### config.mk
export PLATFORM = sky130hd
export DESIGN_NAME = random_victim_selector_flat
export DESIGN_NICKNAME = d
export VERILOG_FILES = /design/src/rtl/rvs_pkg.sv /design/src/rtl/rvs_in_if.sv /design/src/rtl/rvs_out_if.sv /design/src/rtl/random_victim_selector.sv /design/src/rtl/rvs_mulmod.sv /design/src/flat_wrapper.sv
export SDC_FILE = /design/constraint.sdc
export NUM_CORES = 1
export LEC_CHECK = 0
export ABC_AREA = 1
export BUFFER_PORTS_ARGS = -buffer_cell sky130_fd_sc_hd__buf_2
export CAP_MARGIN = 40
export CORE_ASPECT_RATIO = 1.75
export CORE_UTILIZATION = 49
export DETAILED_ROUTE_END_ITERATION = 10
export PLACE_DENSITY_LB_ADDON = 0.3
export SLEW_MARGIN = 20
export SYNTH_ARGS = -nofsm -noshare
export SYNTH_HDL_FRONTEND = slang
export SYNTH_SLANG_ARGS = --single-unit
export TNS_END_PERCENT = 30
### constraint.sdc
create_clock -name clk_i -period 3.4 [get_ports clk_i]
set_clock_uncertainty 0.1 [all_clocks]
set_input_delay 0.17 -clock clk_i [delete_from_list [all_inputs] [get_ports clk_i]]
set_output_delay 0.17 -clock clk_i [all_outputs]
set_load 0.05 [all_outputs]
### src/rtl/rvs_pkg.sv
// ----------------------------------------------------------------------------
// Random victim selector package
// Shared constants, widths and types for the victim selector and its parts.
// ----------------------------------------------------------------------------
package rvs_pkg;

  localparam int unsigned StateW  = 32;
  localparam int unsigned IdW     = 6;
  localparam int unsigned CountW  = 7;
  localparam int unsigned CfgW    = 7;
  localparam int unsigned MulW    = 17;
  localparam int unsigned StepW   = $clog2(StateW);

  // Generator multiplier and prime modulus 2^32-5.
  localparam logic [MulW-1:0]   RngMul     = MulW'(69070);
  localparam logic [StateW-1:0] RngMod     = 32'hFFFF_FFFB;
  localparam logic [CountW-1:0] MaxWorkers = CountW'(64);

  // Command codes of an input word.
  localparam logic CmdSeed = 1'b0;
  localparam logic CmdDraw = 1'b1;

  // Configuration register indexes.
  localparam logic CfgWorkerCount = 1'b0;
  localparam logic CfgSelfId      = 1'b1;

  typedef enum logic [1:0] {
    StIdle,
    StMul,
    StMod,
    StOut
  } rvs_state_e;

endpackage

### src/rtl/rvs_in_if.sv
// ----------------------------------------------------------------------------
// Victim selector request channel
// Valid/ready channel carrying a command and a seed.
// ----------------------------------------------------------------------------
interface rvs_in_if;
  import rvs_pkg::*;

  logic              valid;
  logic              ready;
  logic              cmd;
  logic [StateW-1:0] seed_value;

  modport source (output valid, output cmd, output seed_value, input ready);
  modport sink   (input valid, input cmd, input seed_value, output ready);
endinterface

### src/rtl/rvs_out_if.sv
// ----------------------------------------------------------------------------
// Victim selector result channel
// Valid/ready channel carrying the chosen victim and the new generator state.
// ----------------------------------------------------------------------------
interface rvs_out_if;
  import rvs_pkg::*;

  logic              valid;
  logic              ready;
  logic [IdW-1:0]    victim_id;
  logic [StateW-1:0] random_value;

  modport source (output valid, output victim_id, output random_value, input ready);
  modport sink   (input valid, input victim_id, input random_value, output ready);
endinterface

### src/rtl/random_victim_selector.sv
// ----------------------------------------------------------------------------
// Random victim selector
// Multiplicative congruential generator (x * 69070 mod 2^32-5) choosing a
// random worker other than this one.
//
// Usage:
//   in_i  : request words. cmd = seed loads seed_value mod 2^32-5 (0 becomes
//           1) and gives no result. cmd = draw advances the generator and
//           gives one result word on out_o.
//   out_o : victim_id and random_value (the new generator state).
//   cfg   : cfg_we_i writes cfg_wdata_i to worker_count (index 0) or
//           self_id (index 1); write only while no draw is in flight.
// Sequence: a seed loads the generator state when it is accepted. A draw runs
//   the bit-serial modular multiplier, a handoff through its done register,
//   the bit-serial remainder by worker_count-1 (worker_count capped at 64),
//   then loads the output register. The next word is accepted in the cycle
//   after that load, so a draw is finished before the next word is taken.
// The output register holds a result until it is taken; in_i accepts the
//   next word meanwhile, and a following draw waits only at its end if the
//   previous result has still not been taken.
// Reset: generator state 1, worker_count 2, self_id 0, no result pending.
// ----------------------------------------------------------------------------
module random_victim_selector
  import rvs_pkg::*;
(
  input  logic            clk_i,
  input  logic            rst_ni,
  input  logic            cfg_we_i,
  input  logic            cfg_idx_i,
  input  logic [CfgW-1:0] cfg_wdata_i,
  rvs_in_if.sink          in_i,
  rvs_out_if.source       out_o
);

  rvs_state_e state_q, state_d;

  logic [CountW-1:0] worker_count_q;
  logic [IdW-1:0]    self_id_q;
  logic [StateW-1:0] rng_q;

  logic              in_ready;
  logic              in_fire;
  logic              mul_start;
  logic              mul_done;
  logic [StateW-1:0] mul_result;
  logic              out_load;
  logic              out_free;

  logic [StateW-1:0] mod_shift_q;
  logic [IdW-1:0]    rem_q, rem_d;
  logic [StepW-1:0]  mod_cnt_q;
  logic [IdW-1:0]    div_q;
  logic              few_q;
  logic [CountW-1:0] n_sat;
  logic [IdW:0]      trial;

  logic              out_valid_q;
  logic [IdW-1:0]    victim_q, victim_d;
  logic [StateW-1:0] value_q;
  logic [StateW-1:0] seed_red;

  assign in_fire  = in_i.valid && in_ready;
  assign out_free = !out_valid_q || out_o.ready;

  // Next-state logic.
  always_comb begin
    state_d = state_q;
    case (state_q)
      StIdle: begin
        if (in_fire && (in_i.cmd == CmdDraw)) begin
          state_d = StMul;
        end
      end
      StMul: begin
        if (mul_done) begin
          state_d = StMod;
        end
      end
      StMod: begin
        if (mod_cnt_q == '1) begin
          state_d = StOut;
        end
      end
      StOut: begin
        if (out_free) begin
          state_d = StIdle;
        end
      end
      default: state_d = StIdle;
    endcase
  end

  // Control outputs.
  always_comb begin
    in_ready  = 1'b0;
    mul_start = 1'b0;
    out_load  = 1'b0;
    case (state_q)
      StIdle: begin
        in_ready  = 1'b1;
        mul_start = in_fire && (in_i.cmd == CmdDraw);
      end
      StOut: out_load = out_free;
      default: ;
    endcase
  end

  always_ff @(posedge clk_i or negedge rst_ni) begin
    if (!rst_ni) begin
      state_q <= StIdle;
    end else begin
      state_q <= state_d;
    end
  end

  always_ff @(posedge clk_i or negedge rst_ni) begin
    if (!rst_ni) begin
      worker_count_q <= CountW'(2);
      self_id_q      <= '0;
    end else if (cfg_we_i) begin
      case (cfg_idx_i)
        CfgWorkerCount: worker_count_q <= cfg_wdata_i[CountW-1:0];
        CfgSelfId:      self_id_q      <= cfg_wdata_i[IdW-1:0];
        default: ;
      endcase
    end
  end

  // A seed is below 2*M, so one subtraction reduces it.
  always_comb begin
    if (in_i.seed_value >= RngMod) begin
      seed_red = in_i.seed_value - RngMod;
    end else begin
      seed_red = in_i.seed_value;
    end
    if (seed_red == '0) begin
      seed_red = StateW'(1);
    end
  end

  always_ff @(posedge clk_i or negedge rst_ni) begin
    if (!rst_ni) begin
      rng_q <= StateW'(1);
    end else if (in_fire && (in_i.cmd == CmdSeed)) begin
      rng_q <= seed_red;
    end else if (mul_done) begin
      rng_q <= mul_result;
    end
  end

  rvs_mulmod u_mulmod (
    .clk_i     (clk_i),
    .rst_ni    (rst_ni),
    .start_i   (mul_start),
    .operand_i (rng_q),
    .done_o    (mul_done),
    .result_o  (mul_result)
  );

  assign n_sat = (worker_count_q > MaxWorkers) ? MaxWorkers : worker_count_q;

  // Restoring remainder step: r = (2*r + bit) mod d, with r below d whenever d is nonzero.
  always_comb begin
    trial = {rem_q, mod_shift_q[StateW-1]};
    if (trial >= {1'b0, div_q}) begin
      trial = trial - {1'b0, div_q};
    end
    rem_d = trial[IdW-1:0];
  end

  always_ff @(posedge clk_i or negedge rst_ni) begin
    if (!rst_ni) begin
      mod_cnt_q <= '0;
    end else if (mul_done) begin
      mod_cnt_q <= '0;
    end else if (state_q == StMod) begin
      mod_cnt_q <= mod_cnt_q + 1'b1;
    end
  end

  always_ff @(posedge clk_i) begin
    if (mul_done) begin
      mod_shift_q <= mul_result;
      rem_q       <= '0;
      few_q       <= (n_sat < CountW'(2));
      div_q       <= IdW'(n_sat - CountW'(1));
    end else if (state_q == StMod) begin
      mod_shift_q <= {mod_shift_q[StateW-2:0], 1'b0};
      rem_q       <= rem_d;
    end
  end

  // Skip over this worker's own id; with fewer than two workers the victim is 0.
  always_comb begin
    if (few_q) begin
      victim_d = '0;
    end else if (rem_q >= self_id_q) begin
      victim_d = rem_q + 1'b1;
    end else begin
      victim_d = rem_q;
    end
  end

  always_ff @(posedge clk_i or negedge rst_ni) begin
    if (!rst_ni) begin
      out_valid_q <= 1'b0;
    end else if (out_load) begin
      out_valid_q <= 1'b1;
    end else if (out_o.ready) begin
      out_valid_q <= 1'b0;
    end
  end

  always_ff @(posedge clk_i) begin
    if (out_load) begin
      victim_q <= victim_d;
      value_q  <= rng_q;
    end
  end

  assign in_i.ready         = in_ready;
  assign out_o.valid        = out_valid_q;
  assign out_o.victim_id    = victim_q;
  assign out_o.random_value = value_q;

endmodule

### src/rtl/rvs_mulmod.sv
// ----------------------------------------------------------------------------
// Serial modular multiplier
// Computes operand * 69070 mod (2^32-5), one operand bit per cycle, MSB first.
// ----------------------------------------------------------------------------
module rvs_mulmod
  import rvs_pkg::*;
(
  input  logic              clk_i,
  input  logic              rst_ni,
  input  logic              start_i,
  input  logic [StateW-1:0] operand_i,
  output logic              done_o,
  output logic [StateW-1:0] result_o
);

  localparam logic [StateW+1:0] Mod1 = (StateW+2)'(RngMod);
  localparam logic [StateW+1:0] Mod2 = {1'b0, RngMod, 1'b0};

  logic [StateW-1:0] shift_q;
  logic [StateW-1:0] acc_q, acc_d;
  logic [StepW-1:0]  cnt_q;
  logic              busy_q;
  logic              done_q;
  logic [StateW+1:0] sum;

  // Horner step: acc = (2*acc + bit*K) mod M. The sum stays below 3*M,
  // so at most two subtractions of M are needed.
  always_comb begin
    sum = {1'b0, acc_q, 1'b0};
    if (shift_q[StateW-1]) begin
      sum = sum + (StateW+2)'(RngMul);
    end
    if (sum >= Mod2) begin
      acc_d = StateW'(sum - Mod2);
    end else if (sum >= Mod1) begin
      acc_d = StateW'(sum - Mod1);
    end else begin
      acc_d = StateW'(sum);
    end
  end

  always_ff @(posedge clk_i or negedge rst_ni) begin
    if (!rst_ni) begin
      busy_q <= 1'b0;
      done_q <= 1'b0;
      cnt_q  <= '0;
    end else begin
      done_q <= busy_q && (cnt_q == '1);
      if (start_i) begin
        busy_q <= 1'b1;
        cnt_q  <= '0;
      end else if (busy_q) begin
        cnt_q <= cnt_q + 1'b1;
        if (cnt_q == '1) begin
          busy_q <= 1'b0;
        end
      end
    end
  end

  always_ff @(posedge clk_i) begin
    if (start_i) begin
      shift_q <= operand_i;
      acc_q   <= '0;
    end else if (busy_q) begin
      shift_q <= {shift_q[StateW-2:0], 1'b0};
      acc_q   <= acc_d;
    end
  end

  assign done_o   = done_q;
  assign result_o = acc_q;

endmodule
### src/flat_wrapper.sv
// flat-port wrapper written by rule: the top's interface ports become plain ports
module random_victim_selector_flat import rvs_pkg::*;
  (clk_i, rst_ni, cfg_we_i, cfg_idx_i, cfg_wdata_i, in_i_valid, in_i_cmd, in_i_seed_value, in_i_ready, out_o_valid, out_o_victim_id, out_o_random_value, out_o_ready);
  rvs_in_if in_i_i ();
  rvs_out_if out_o_i ();
  input  logic clk_i;
  input  logic rst_ni;
  input  logic cfg_we_i;
  input  logic cfg_idx_i;
  input  logic [CfgW-1:0] cfg_wdata_i;
  input wire logic [$bits(in_i_i.valid)-1:0] in_i_valid;
  input wire logic [$bits(in_i_i.cmd)-1:0] in_i_cmd;
  input wire logic [$bits(in_i_i.seed_value)-1:0] in_i_seed_value;
  output wire logic [$bits(in_i_i.ready)-1:0] in_i_ready;
  output wire logic [$bits(out_o_i.valid)-1:0] out_o_valid;
  output wire logic [$bits(out_o_i.victim_id)-1:0] out_o_victim_id;
  output wire logic [$bits(out_o_i.random_value)-1:0] out_o_random_value;
  input wire logic [$bits(out_o_i.ready)-1:0] out_o_ready;
  assign in_i_i.valid = in_i_valid;
  assign in_i_i.cmd = in_i_cmd;
  assign in_i_i.seed_value = in_i_seed_value;
  assign in_i_ready = in_i_i.ready;
  assign out_o_valid = out_o_i.valid;
  assign out_o_victim_id = out_o_i.victim_id;
  assign out_o_random_value = out_o_i.random_value;
  assign out_o_i.ready = out_o_ready;
  random_victim_selector u_core (.clk_i(clk_i), .rst_ni(rst_ni), .cfg_we_i(cfg_we_i), .cfg_idx_i(cfg_idx_i), .cfg_wdata_i(cfg_wdata_i), .in_i(in_i_i), .out_o(out_o_i));
endmodule
==> metrics.yaml <==
outcome: "complete, no violations"
clkTransAtPathRegs_ps: 70
power_density_nw_per_um2: 866
min_from: "in_i_seed_value[1]"
dpl_worst_slack_ps: 86.4
regToRegStartpoint: "u_core.u_mulmod.result_o[0]"
grt_max_degree: 67
holdPathEnd: "u_core.rng_q[1]"
crit_type: "reg -> reg"
timing.rr.end: "u_core.u_mulmod.result_o[3]"
overflow: 0
antenna_found_initial: 0
fmax_ghz: 0.314
yosysSeqAreaShare_pct: 44.0
insertion_delay_ps: 510
arrival_ps: 3530
report.final.slew_viol_count: 0
drive_above_1_share_pct: 14.6
finalSetupViolations: 0
use_met2_pct: 53.7
r2r_cells: 19
startpoint_type: "flop"
synth.avg_cell_area_sq_um: 7.31
dp_hpwl_mm: 29.2
vias: 12100
synth-compound-area-share_pct: 7.96
final_core_util_pct: 59.0
h-tree-depth: 1
cts_buffers: 20
die-area_sq_um: 26300
drcViolationCount: 0
synth-main-ff-cell: "edfxtp_1"
initial_core_util_pct: 49.8
finalWirelength_mm: 38.5
gp_congestion: 0.950
ant_nets: 0
cap_violations: 0
synth-async-reset-ratio_pct: 29.0
peakVddDrop_mv: 0.423
netlist_area_sq_um: 12600
synth_edf_count: 109
period_needed_ps: 3180
slew_headroom_pct: 57.9
synthAdderAreaFrac_pct: 2.84
ioPinCount: 86
leakage_nw: 7.02
placed_cells: 2130
grt_pass1_wl_mm: 60.7
wl_per_cell_um: 17.4
min_path_cells: 5
clock-root-buffer: "clkbuf_16"
critPathCaptureType: "flop"
ys_types: 45
core_sq_um: 25200
synth_cells: 1722
cp_max_fo: 21
syn2layout_area_growth_pct: 18.4
rows: 77
drtIter0Drc: 834
clockBufferDepth: 3
use_met1_pct: 32.6
min_path_type: "in -> reg"
crit_required_ps: 3750
setup_ws_ps: 220
synth_xor_area_share_pct: 1.66
nFillCells: 2305
synth.mux.area_fraction_pct: 0
cts_tree: "built"
ys_seq_elements: 207
synthSimpleGateAreaFrac_pct: 35.1
ys_warn_count: 0
dieWidth_um: 123
vias_per_cell: 5.48
max_slew.worst_pin.slew_ps: 632
cts_num_sinks: 207
fin_nets: 1951
first_pass_iters: 5
grt_pass1_vias: 12000
synth_top_family_by_area: "simple AND/OR/NAND/NOR gates"
syn_nets: 1796
diodes: 0
r2r_slack_ps: 220
use_met3_pct: 2.45
hold-worst-slack_ps: 32.0
port_buffers: 85
min_period_over_period_pct: 93.5
setup-tns-final_ps: 0
grt_usage_pct: 29.7
die_y_um: 214
finalHoldViolations: 0
stdcell_count: 2207
busiest_layer: "met2"
==> synth_stat cells (3+ instances only) <==
cell type | number | area, sq um
nand2_1 | 607 | 2280
edfxtp_1 | 109 | 3270
nand2_4 | 3 | 33.8
xnor2_1 | 8 | 70.1
nor2_4 | 3 | 33.8
buf_2 | 10 | 50.1
clkinv_1 | 3 | 11.3
nand4_1 | 28 | 175
buf_1 | 5 | 18.8
inv_1 | 188 | 706
ha_1 | 27 | 338
nor2_2 | 15 | 93.8
o21ai_0 | 71 | 355
nand3_1 | 181 | 906
a21oi_1 | 41 | 205
nor3_1 | 31 | 155
inv_2 | 16 | 60.1
dfrtp_1 | 58 | 1450
dfxtp_1 | 38 | 761
o21ai_1 | 7 | 35.0
o21a_1 | 6 | 45.0
xor2_1 | 14 | 123
nand2_2 | 22 | 138
buf_6 | 6 | 67.6
nand3_2 | 6 | 60.1
nor4_1 | 5 | 31.3
o22ai_1 | 6 | 37.5
nor2_1 | 123 | 462
o221ai_1 | 28 | 245
clkbuf_1 | 36 | 135
nand3b_1 | 3 | 22.5
==> critical path, cell delays in order (launching register included) <==
cell and delay [ps]:
dfxtp_1 380, inv_2 70, ha_1 320, o21ai_2 170, buf_4 180, ha_1 200, inv_1 60, nor2_2 130
nand2_2 80, nor2_1 100, buf_4 150, nand3_1 160, nor2_4 160, nand2_4 120, nand2_4 120, buf_12 160
nand2_1 60, o21ai_1 90, nand3_1 140, a21oi_1 150
==> report_power, final <==
group          internal, mW  leakage [nW]  switching [mW]  total [mW]
Clock                  1.42         0.345            1.01        2.43
Combinational          1.90          4.55            3.99        5.89
Sequential             3.89          2.12           0.698        4.59
Total                  7.21          7.02            5.69        12.9
==> registers in the layout, summed over array words and instances, names as in the netlist, 6 cells and up <==
name and flops:
u_core.self_id_q 6, u_core.out_o.victim_id 6, u_core.mod_shift_q 32, u_core.div_q 6, u_core.out_o.random_value 32, u_core.rem_q 6, u_core.worker_count_q 7, u_core.u_mulmod.result_o 32
u_core.u_mulmod.shift_q 32, u_core.rng_q 32
==> how the worst max path moves through the flow <==
stage	slack (ps)	cells past startpoint	endpoint	start
2_1_floorplan	280	10	u_core.u_mulmod.cnt_q[4]	u_core.state_q[0]
3_3_place_gp	50	21	u_core.u_mulmod.result_o[22]	u_core.u_mulmod.result_o[0]
3_5_place_dp	90	21	u_core.u_mulmod.result_o[24]	u_core.u_mulmod.result_o[0]
4_1_cts	50	21	u_core.u_mulmod.result_o[24]	u_core.u_mulmod.result_o[0]
5_1_grt	-40	20	u_core.u_mulmod.result_o[17]	u_core.u_mulmod.result_o[0]
6_report	220	19	u_core.u_mulmod.result_o[3]	u_core.u_mulmod.result_o[0]
==> layer usage <==
layer / wire (um) / up-vias
met3: 1370 / 118
met2: 20100 / 363
met1: 14700 / 5662
met4: 2340 / 0
li1: - / 5944
met5: 0 / -
==> cell families (layout without fill, tap and decap cells) <==
group                    Yosys count  after routing
AND/OR/NAND/NOR                 1029           1029
flip-flops                       207            207
adder cells (fa/ha/maj)           28             28
buffers and inverters            266            435
AO/OA/AOI/OAI                    169            169
XOR/XNOR                          23             23
==> area by class of cell <==
cell class / count / area [sq um] / area share (%)
flip-flops and latches: 207 / 5540 / 37.2
well taps: 316 / 395 / 2.65
repair buffers: 192 / 1410 / 9.46
multi-input cells: 1249 / 6050 / 40.6
inverters: 207 / 777 / 5.22
clock inverters: 11 / 156 / 1.05
clock buffers: 25 / 561 / 3.76
==> per-stage QoR <==
step	power (mW)	area [sq um]
2_1_floorplan	8.48	12600
3_3_place_gp	10.2	13600
3_5_place_dp	10.4	13700
4_1_cts	12.9	14800
5_1_grt	13.8	14900
6_report	12.9	14900
==> placed cells by master, fill, tap and decap left out, drive strengths merged, types with 3 or more instances in the layout <==
master       instances
nand2              632
inv                205
nand3              188
buf                152
nor2               141
edfxtp             109
o21ai               78
dfrtp               58
a21oi               41
dlygate4sd3         40
dfxtp               38
nor3                31
nand4               28
o221ai              28
ha                  27
clkbuf              25
xor2                14
xnor2                9
clkinv               8
o21a                 6
o22ai                6
nor4                 5
nand3b               3
bufinv               3
==> repair_timing <==
item / CTS / global route
hold endpoints to repair: 65 / 0
endpoints found under the setup margin: 0 / 31
hold buffers: 40 / 0
resized for setup: 0 / 24
setup buffers: 0 / 1
No activity file was read; power rests on OpenSTA's default activity.
